$ cat src/rtl/core/qdpr_pkg.sv
// Package for the quantized dot product / requantization core.
// Holds shared widths, the lane request and result structs, and the result queue size.
// No dependencies.
package qdpr_pkg;

  localparam int WEIGHT_W = 8;
  localparam int ACT_W    = 16;
  localparam int ACC_W    = 32;
  localparam int MUL_W    = 32;
  localparam int SHIFT_W  = 6;
  localparam int ZERO_W   = 8;
  localparam int QUANT_W  = 4;
  localparam int PROD_W   = WEIGHT_W + 1 + ACT_W;

  // Result queue: must cover every request in flight through the lanes.
  localparam int RES_DEPTH = 8;
  localparam int RES_AW    = $clog2(RES_DEPTH);

  localparam logic [QUANT_W-1:0] QUANT_MAX = 4'hF;

  // Per-request control and shared operands handed to each lane.
  typedef struct packed {
    logic                       valid;
    logic                       first;
    logic                       last;
    logic [WEIGHT_W-1:0]        weight;
    logic [WEIGHT_W-1:0]        weight_zero;
    logic [ACC_W-1:0]           row_bias;
    logic signed [MUL_W-1:0]    multiplier;
    logic signed [SHIFT_W-1:0]  shift;
  } lane_req_t;

  typedef struct packed {
    logic               valid;
    logic [QUANT_W-1:0] quant;
  } lane_res_t;

endpackage

$ cat src/rtl/core/qdpr_merge.sv
// Merge stage: joins the two lane results into one output request and queues it.
// Credit count of queued plus in-flight results gates input acceptance. Depends on qdpr_pkg.
module qdpr_merge import qdpr_pkg::*; (
  input  logic                   clk,
  input  logic                   rst,
  input  lane_res_t              res_first,
  input  lane_res_t              res_second,
  input  logic                   last_taken,
  output logic                   room,
  output logic                   out_valid,
  input  logic                   out_ready,
  output logic [2*QUANT_W-1:0]   out_data
);

  logic [2*QUANT_W-1:0] mem [RES_DEPTH];
  logic [RES_AW-1:0]    wr_ptr, rd_ptr;
  logic [RES_AW:0]      count, credits;
  logic                 push, pop;

  assign push      = res_first.valid & res_second.valid;
  assign out_valid = count != '0;
  assign pop       = out_valid & out_ready;
  assign out_data  = mem[rd_ptr];
  assign room      = credits < (RES_AW+1)'(RES_DEPTH);

  always_ff @(posedge clk) begin
    if (push) begin
      mem[wr_ptr] <= {res_second.quant, res_first.quant};
    end
  end

  always_ff @(posedge clk) begin
    if (rst) begin
      wr_ptr  <= '0;
      rd_ptr  <= '0;
      count   <= '0;
      credits <= '0;
    end else begin
      if (push) begin
        wr_ptr <= wr_ptr + 1'b1;
      end
      if (pop) begin
        rd_ptr <= rd_ptr + 1'b1;
      end
      count   <= count + {{RES_AW{1'b0}}, push} - {{RES_AW{1'b0}}, pop};
      credits <= credits + {{RES_AW{1'b0}}, last_taken} - {{RES_AW{1'b0}}, pop};
    end
  end

endmodule
$ cat config.mk
export PLATFORM = sky130hd
export DESIGN_NAME = qdpr_merge
export DESIGN_NICKNAME = d
export VERILOG_FILES = /design/src/rtl/core/qdpr_pkg.sv /design/src/rtl/core/qdpr_merge.sv
export SDC_FILE = /design/constraint.sdc
export NUM_CORES = 1
export LEC_CHECK = 0
export BUFFER_PORTS_ARGS = -buffer_cell sky130_fd_sc_hd__buf_2
export CELL_PAD_IN_SITES_DETAIL_PLACEMENT = 1
export CELL_PAD_IN_SITES_GLOBAL_PLACEMENT = 2
export CORE_ASPECT_RATIO = 1.4
export CORE_MARGIN = 3
export CORE_UTILIZATION = 30
export DETAILED_ROUTE_END_ITERATION = 7
export PLACE_DENSITY = 0.53
export SLEW_MARGIN = 10
export SYNTH_ARGS = -nofsm -noshare
export SYNTH_HDL_FRONTEND = slang
export SYNTH_SLANG_ARGS = --single-unit
$ cat constraint.sdc
create_clock -name clk -period 3.7 [get_ports clk]
set_input_delay 0.555 -clock clk [delete_from_list [all_inputs] [get_ports clk]]
set_output_delay 0.555 -clock clk [all_outputs]
set_load 0.005 [all_outputs]
==> impl_metrics.ini <==
[power]
total_power_mw = 2.66
peakVddDrop_v = 0.000247
p_leak_nw = 1.39
p_per_area_mw_per_mm2 = 667

[sta]
worst_pin_slew_ns = 1.02
hold_ws_ns = 0.487
period_needed_ns = 2.52
finalSetupViolCount = 0
slew_headroom_pct = 31.6
period_share_pct = 68.2
slew_violations = 0
setup_tns_ns = 0
rsz0062_at_grt = false
clock_skew_ns = 0.00523
hold_violations = 0
fmax_ghz = 0.396

[place]
port_buffers = 23
routabilityCongestion = 0.676
dpl.hpwl_mm = 4.20

[die]
start_util_pct = 30.8
die-width_um = 95.3
core-area_mm2 = 0.0109
die_area_mm2 = 0.0125
rows = 45
pin_count = 24
die_h_um = 131

[yosys]
async_reset_ff_share_pct = 0
synth-edff-count = 64
synth-seq-area-share_pct = 67.6
yosys_register_bits = 81
synth_cells = 194
synth.distinct_cells = 29
synth_area_mm2 = 0.00335
syn_nets = 219
ys_warn_count = 0
syn_avg_cell_area_um2 = 17.2
ys.flop_type = edfxtp_1

[clock_tree]
cts_setup_buffers = 0
insertion_delay_ns = 0.34
ctsLongestPathBuffers = 2
cts-root-buf = clkbuf_16
cts_max_level = 3
holdBufCountCts = 0
clkSlewWorstSetupHoldPaths_ns = 0.06
cts_tree = done
cts_buffers = 9
cts_resized = 0
cts_sinks = 81

[worst_setup_path]
critPathCapture = out_data[7]
critPathCaptureType = output port
r2r_start = count[2]
ff2ff_path_depth = 11
reg2reg_to = credits[2]
required_ns = 3.14
critPathMaxFanout = 16
crit_type = reg -> out
cp.arrival_ns = 1.97
crit_path_start_kind = register
r2r_slack_ns = 1.41

[finish]
most-common-layout-cells = edfxtp_1 (64), buf_2 (23), dfxtp_1 (17)
drive_gt1_share_pct = 23.4
antenna_cells = 0
area_growth_pct = 19.4
mostFrequentLayoutCell = edfxtp_1
fin_nets = 251
post-route-util_pct = 36.8

[routing]
ant_nets = 0
via_per_inst = 4.56
drc = 0
wl_per_cell_um = 17.5
wl_mm = 6.50
drtPass1Iterations = 4
vias = 1697
initialDrtViolationCount = 53

[grt]
antenna_found_initial = 0
grt.total_usage_pct = 11.7
grt_pass1_wl_mm = 10.2
grt_start_max_net_pins = 19
gr-total-overflow = 0
grt_pass1_vias = 1807

[flow_run]
cap_violations = 0

[hold_path]
hold_class = in -> reg

[status]
status = finished clean
[layer usage]
layer / track usage [%] / routed length (um) / vias up
met1: 13.1 / 2640 / 842
li1: - / - / 820
met3: 3.32 / 241 / 10
met5: 0 / 0 / -
met4: 5.86 / 148 / 0
met2: 20.3 / 3470 / 25
[through the flow]
stage,std cells,setup WS [ns],instance area (um^2)
3_3_place_gp,356,1.40,3630
6_report,372,1.18,4000
4_1_cts,372,1.10,4000
2_1_floorplan,194,1.60,3350
5_1_grt,372,1.05,4000
3_5_place_dp,356,1.39,3630
[worst min path at each step]
stage,startpoint,slack [ns],endpoint,depth (start not counted)
after floorplan,rd_ptr[0],0.48,register,2
after global placement,rd_ptr[2],0.51,rd_ptr[2],2
after detailed placement,rd_ptr[2],0.51,register,2
after CTS,res_first[3],0.49,mem[0][3],1
after global routing,res_first[1],0.50,mem[4][1],1
final,res_first[1],0.49,mem[4][1],1
[Yosys cell counts (6+ instances only)]
cell type | count | area share (%)
mux4_1 | 15 | 12
nand3_1 | 7 | 1.0
inv_1 | 10 | 1.1
mux2_2 | 8 | 2.7
ha_1 | 9 | 3.4
edfxtp_1 | 64 | 57
nor2_1 | 10 | 1.1
dfxtp_1 | 17 | 10
a21oi_1 | 9 | 1.3
nand2_1 | 6 | 0.67
[worst max-delay path, stage by stage, from the launching register on]
cell and delay, ns:
dfxtp_1 0.80, mux4_1 0.41, mux2_2 0.29, buf_2 0.13
[power breakdown]
part	internal [mW]	switching (mW)	total [mW]
Clock	0.728	0.340	1.07
Sequential	1.04	0.0533	1.10
Combinational	0.260	0.239	0.499
[registers in the layout (all words and copies together) (netlist names), named ones only]
name,flops
mem,64
count,4
wr_ptr,3
rd_ptr,3
credits,4
[cell type report]
type | count | area [um^2]
clock inverter | 5 | 128
fill | 1101 | 6870
timing repair buffer | 28 | 153
sequential | 81 | 2260
inverter | 10 | 37.5
clock buffer | 11 | 233
tap | 141 | 176
multi-input combinational | 96 | 1010
[logic make-up (layout without fill, tap and decap cells)]
group,Yosys count,in the layout,share of synthesized area [%]
compound gates,15,15,2.43
xor+xnor,7,7,1.83
fa+ha+maj,11,11,4.56
buf+inv,17,54,2.66
flops,81,81,67.6
mux,24,24,15.1
simple gates,39,39,5.76
(Power assumes the default switching activity.)
