===== src/rtl/core/qdpr_pkg.sv =====
// Package for the quantized dot product / requantization core.
// Holds shared widths, the lane request and result structs, and the result queue size.
// No dependencies.
package qdpr_pkg;

  localparam int WEIGHT_W = 8;
  localparam int ACT_W    = 16;
  localparam int ACC_W    = 32;
  localparam int MUL_W    = 32;
  localparam int SHIFT_W  = 6;
  localparam int ZERO_W   = 8;
  localparam int QUANT_W  = 4;
  localparam int PROD_W   = WEIGHT_W + 1 + ACT_W;

  // Result queue: must cover every request in flight through the lanes.
  localparam int RES_DEPTH = 8;
  localparam int RES_AW    = $clog2(RES_DEPTH);

  localparam logic [QUANT_W-1:0] QUANT_MAX = 4'hF;

  // Per-request control and shared operands handed to each lane.
  typedef struct packed {
    logic                       valid;
    logic                       first;
    logic                       last;
    logic [WEIGHT_W-1:0]        weight;
    logic [WEIGHT_W-1:0]        weight_zero;
    logic [ACC_W-1:0]           row_bias;
    logic signed [MUL_W-1:0]    multiplier;
    logic signed [SHIFT_W-1:0]  shift;
  } lane_req_t;

  typedef struct packed {
    logic               valid;
    logic [QUANT_W-1:0] quant;
  } lane_res_t;

endpackage


===== src/rtl/core/qdpr_lane.sv =====
// One pixel lane: weight/activation MAC, accumulator, and requantization pipeline.
// Depends on qdpr_pkg.
module qdpr_lane import qdpr_pkg::*; (
  input  logic                     clk,
  input  logic                     rst,
  input  lane_req_t                req,
  input  logic signed [ACT_W-1:0]  act,
  input  logic [ZERO_W-1:0]        output_zero,
  output lane_res_t                res
);

  // stage 1: product
  logic                      s1_valid, s1_first, s1_last;
  logic signed [PROD_W-1:0]  s1_prod;
  logic [ACC_W-1:0]          s1_bias;
  logic signed [MUL_W-1:0]   s1_mul;
  logic signed [SHIFT_W-1:0] s1_shift;

  logic signed [WEIGHT_W:0]  diff;
  logic signed [PROD_W-1:0]  prod_c;

  assign diff   = $signed({1'b0, req.weight}) - $signed({1'b0, req.weight_zero});
  assign prod_c = diff * act;

  always_ff @(posedge clk) begin
    if (rst) begin
      s1_valid <= 1'b0;
    end else begin
      s1_valid <= req.valid;
    end
    s1_first <= req.first;
    s1_last  <= req.last;
    s1_prod  <= prod_c;
    s1_bias  <= req.row_bias;
    s1_mul   <= req.multiplier;
    s1_shift <= req.shift;
  end

  // stage 2: accumulate (wraps mod 2^32)
  logic [ACC_W-1:0]          acc, acc_next;
  logic                      s2_valid;
  logic [ACC_W-1:0]          s2_sum;
  logic signed [MUL_W-1:0]   s2_mul;
  logic signed [SHIFT_W-1:0] s2_shift;

  assign acc_next = (s1_first ? s1_bias : acc)
                  + {{(ACC_W-PROD_W){s1_prod[PROD_W-1]}}, s1_prod};

  always_ff @(posedge clk) begin
    if (rst) begin
      acc      <= '0;
      s2_valid <= 1'b0;
    end else begin
      if (s1_valid) begin
        acc <= acc_next;
      end
      s2_valid <= s1_valid & s1_last;
    end
    s2_sum   <= acc_next;
    s2_mul   <= s1_mul;
    s2_shift <= s1_shift;
  end

  // stage 3: left shift for negative shift; shift of -32 clears the sum
  logic [SHIFT_W:0]          lsh;
  logic                      s3_valid;
  logic [ACC_W-1:0]          s3_x;
  logic signed [MUL_W-1:0]   s3_mul;
  logic [SHIFT_W-2:0]        s3_rsh;

  assign lsh = (SHIFT_W+1)'(0) - {s2_shift[SHIFT_W-1], s2_shift};

  always_ff @(posedge clk) begin
    if (rst) begin
      s3_valid <= 1'b0;
    end else begin
      s3_valid <= s2_valid;
    end
    s3_x   <= s2_shift[SHIFT_W-1] ? (s2_sum << lsh) : s2_sum;
    s3_mul <= s2_mul;
    s3_rsh <= s2_shift[SHIFT_W-1] ? '0 : s2_shift[SHIFT_W-2:0];
  end

  // stage 4: 32x32 signed multiply
  logic                          s4_valid;
  logic signed [ACC_W+MUL_W-1:0] s4_prod;
  logic [SHIFT_W-2:0]            s4_rsh;

  always_ff @(posedge clk) begin
    if (rst) begin
      s4_valid <= 1'b0;
    end else begin
      s4_valid <= s3_valid;
    end
    s4_prod <= $signed(s3_x) * s3_mul;
    s4_rsh  <= s3_rsh;
  end

  // stage 5: keep high word, arithmetic right shift, add zero point, clamp
  logic signed [MUL_W-1:0] hi, hi_sh;
  logic [MUL_W:0]          biased;
  logic [QUANT_W-1:0]      quant_c;

  assign hi     = s4_prod[ACC_W+MUL_W-1:ACC_W];
  assign hi_sh  = hi >>> s4_rsh;
  assign biased = {hi_sh[MUL_W-1], hi_sh} + {{(MUL_W+1-ZERO_W){1'b0}}, output_zero};

  always_comb begin
    if (biased[MUL_W]) begin
      quant_c = '0;
    end else if (|biased[MUL_W-1:QUANT_W]) begin
      quant_c = QUANT_MAX;
    end else begin
      quant_c = biased[QUANT_W-1:0];
    end
  end

  always_ff @(posedge clk) begin
    if (rst) begin
      res.valid <= 1'b0;
    end else begin
      res.valid <= s4_valid;
    end
    res.quant <= quant_c;
  end

endmodule


===== config.mk =====
export PLATFORM = sky130hd
export DESIGN_NAME = qdpr_lane
export DESIGN_NICKNAME = d
export VERILOG_FILES = /design/src/rtl/core/qdpr_pkg.sv /design/src/rtl/core/qdpr_lane.sv
export SDC_FILE = /design/constraint.sdc
export NUM_CORES = 2
export LEC_CHECK = 0
export BUFFER_PORTS_ARGS = -buffer_cell sky130_fd_sc_hd__buf_2
export CAP_MARGIN = 20
export CORE_MARGIN = 8
export CORE_UTILIZATION = 64
export DETAILED_ROUTE_END_ITERATION = 10
export GPL_TIMING_DRIVEN = 1
export PLACE_DENSITY = 0.81
export SKIP_LAST_GASP = 1
export SLEW_MARGIN = 30
export SYNTH_ARGS = -nofsm -noshare
export SYNTH_HDL_FRONTEND = slang
export SYNTH_SLANG_ARGS = --single-unit

===== constraint.sdc =====
create_clock -name clk -period 9.3 [get_ports clk]
set_clock_uncertainty 0.1 [all_clocks]
set_input_delay 0.465 -clock clk [delete_from_list [all_inputs] [get_ports clk]]
set_output_delay 0.465 -clock clk [all_outputs]
set_load 0.05 [all_outputs]

==> results.toml <==
[timing]
tightest_slew_ns = 0.984
timing.final.crit_share_pct = 95.3
finalSetupTns_ns = 0
slew_headroom_pct = 34.3
rsz0062_at_grt = "false"
fmax_mhz = 113
finalMaxSlewViolations = 0
final-hold-violation-count = 0
fin_crit_ns = 8.86
finalSetupViolations = 0

[yosys]
netlist.area_leader.share_pct = 44.5
synthArstFlopShare_pct = 0
seq_area_frac_synth_pct = 11.6
synth_area_sq_mm = 0.0541
syn-num-nets = 7196
synth-seq-cells = 314
avgSynthCellArea_sq_um = 9.66
yosys_warnings = 0
yosys.area.top_type = "fa_1"
ys.flop_type = "dfxtp_1"
synth_edf_count = 0
synth.distinct_cells = 81
synth_cells = 5598
yosys-top-cells-area = "fa_1, dfxtp_1, inv_1, and2_1, ha_1"

[routing]
drcViolationCount = 0
vias = 39184
wl_per_cell_um = 20.4
viasPerCell = 5.73
initialDrtViolationCount = 3366
drt-total-wl_um = 140000
first_pass_iters = 6
ant_nets = 0

[setup_path]
cp-startpoint = "s3_mul[18]"
r2r-start = "s3_mul[18]"
crit_type = "reg -> reg"
arrival_ns = 9.24
slowest_stage = "dfxtp_1"
cp-end-kind = "flip-flop"
worstPathCellList = "buf_4 -> nand2_1 -> fa_1 -> fa_1 -> inv_1 -> fa_1 -> fa_1 -> fa_1 -> fa_1 -> fa_1 -> fa_1 -> ha_1 -> nor2b_1 -> o41ai_1 -> nand3_1 -> o311a_1 -> a21oi_1 -> o21ai_0 -> a211oi_1 -> o21bai_1 -> xor2_1"
crit_end = "s4_prod[59]"
cp.required_ns = 9.68
cp_max_fo = 19
rrSetupSlack_ns = 0.44
r2r_cells = 21
worstReg2RegEnd = "s4_prod[59]"
slowest_delay_ns = 0.96
startpoint_type = "flip-flop"
path_common_cell = "fa_1"

[layout]
ff_latch_area_sq_mm = 0.00630
layout_commonest_cell = "fa_1"
fin_nets = 7267
multi_input_area_sq_mm = 0.0425
layout_common_cells = "fa_1, inv_1, nand2_1, and2_1, dfxtp_1"
drive_above_1_share_pct = 7.91
syn_to_final_growth_pct = 7.42
fillers = 6044

[global_routing]
grt_usage_pct = 30.4
antenna_found_initial = 7
grt_pass1_wl_um = 228000
grt.overflow.total = 0
grt_pass1_vias = 43082
grt_max_degree = 62

[floorplan]
rows = 106
pin_count = 120
design.core.area_sq_mm = 0.0837
die-area_sq_mm = 0.0940
initial_utilization_pct = 64.6
die_width_um = 307
die_y_um = 307

[cts]
post_cts_buffers = 0
clk_path_buf_depth = 3
cts.clk_slew.worst_paths_ns = 0.06
cts_tree = "built"
clk_latency_ns = 0.61
cts.repair.resized = 0
h-tree-depth = 2
clock-sinks = 314
cts_buffers = 39
cts_root_buf = "clkbuf_16"

[placement]
io_buffers = 119
routabilityCongestion = 0.937
dp_hpwl_um = 111000

[flow_run]
drv_cap = 0

[worst_hold_path]
min_path_type = "in -> reg"

[run_status]
status = "finished, final reports clean"
[flip-flops by register name (all words and copies together) (netlist names), 5 cells and up]
register,count
s2_mul,32
s4_prod,32
s3_rsh,5
res,5
acc,32
s3_x,32
s3_mul,32
s1_bias,32
s1_mul,32
s2_shift,6
s1_shift,6
s2_sum,32
s4_rsh,5
s1_prod,25
[synth_stat cells (20+ instances only)]
master / instances
fa_1: 1203
inv_1: 1136
nand2_1: 643
and2_1: 584
dfxtp_1: 314
ha_1: 280
clkbuf_1: 247
nor2_1: 170
a21oi_1: 129
mux2i_1: 103
o21ai_0: 87
xnor2_1: 86
mux2_2: 54
mux4_2: 54
nand2b_1: 52
nand3_1: 36
xor2_1: 34
nor2b_1: 32
a21o_1: 31
a31oi_1: 21
o21a_1: 21
a211oi_1: 20
[metal layers]
metal	vias up	routed length [um]	share of wire [%]	track usage, %
li1	17055	-	-	-
met1	19905	54500	39	39.3
met2	1886	65700	47	49.6
met3	338	14400	10	8.16
met4	0	5020	3.6	10.5
met5	-	0	0	0
[how the worst min path moves through the flow]
| stage | from | endpoint | slack, ns | depth (start not counted) |
|---|---|---|---|---|
| floorplan | s1_mul[0] | s2_mul[0] | 0.21 | 0 |
| global placement | s1_mul[7] | s2_mul[7] | 0.21 | 0 |
| detailed placement | s2_mul[17] | s3_mul[17] | 0.21 | 0 |
| CTS | act[0] | s1_prod[0] | 0.08 | 2 |
| global route | act[0] | s1_prod[0] | 0.11 | 2 |
| finish | act[0] | s1_prod[0] | 0.11 | 2 |
[metrics by stage]
stage               std cells  hold slack [ns]  worst slack [ns]  util, %  cell area [sq um]
finish                   6839            0.113             0.441     69.4              58100
global route             6836            0.107             0.169     69.4              58100
CTS                      6834           0.0783             0.572     69.4              58100
detailed placement       6689            0.212             0.591     66.8              55900
global placement         6689            0.210             0.606     66.8              55900
floorplan                5598            0.210              1.53        -              54100
[worst max-delay path, delay by kind of cell, from the launching register on]
kind / cells / cell delay, ns
DFF: 1 / 0.96
AOI/OAI and AO/OA: 6 / 2.02
buffers and inverters: 2 / 0.47
adders and majority gates: 9 / 4.38
xor gates and xnor gates: 1 / 0.15
and+or+nand+nor: 3 / 0.63
[logic make-up (layout without fill, tap and decap cells)]
group / count (synthesis) / after routing / synth area share [%]
flops: 314 / 314 / 11.6
other cells: 0 / 5 / 0
buf+inv: 1412 / 1514 / 9.88
fa+ha+maj: 1483 / 1483 / 51.0
compound gates: 455 / 455 / 5.49
xor+xnor: 120 / 120 / 1.94
simple gates: 1601 / 1601 / 14.7
mux: 213 / 213 / 5.33
[final cells by class]
cell class,instances,area share [%]
clock inverters,24,0.597
multi-input cells,3872,73.1
clock buffers,48,1.84
repair buffers,304,3.75
flip-flops and latches,314,10.9
diodes,5,0.0215
inverters,1138,7.36
well taps,1134,2.44
[timing repair]
item                                    in CTS  in global routing
hold buffers                                73                  0
endpoints found under the hold margin       73                  0
endpoints found under the setup margin       0                  0
Power is left out: the tool's default activity adds up to more than one toggle a clock period on the data nets, which glitch-free logic cannot reach.
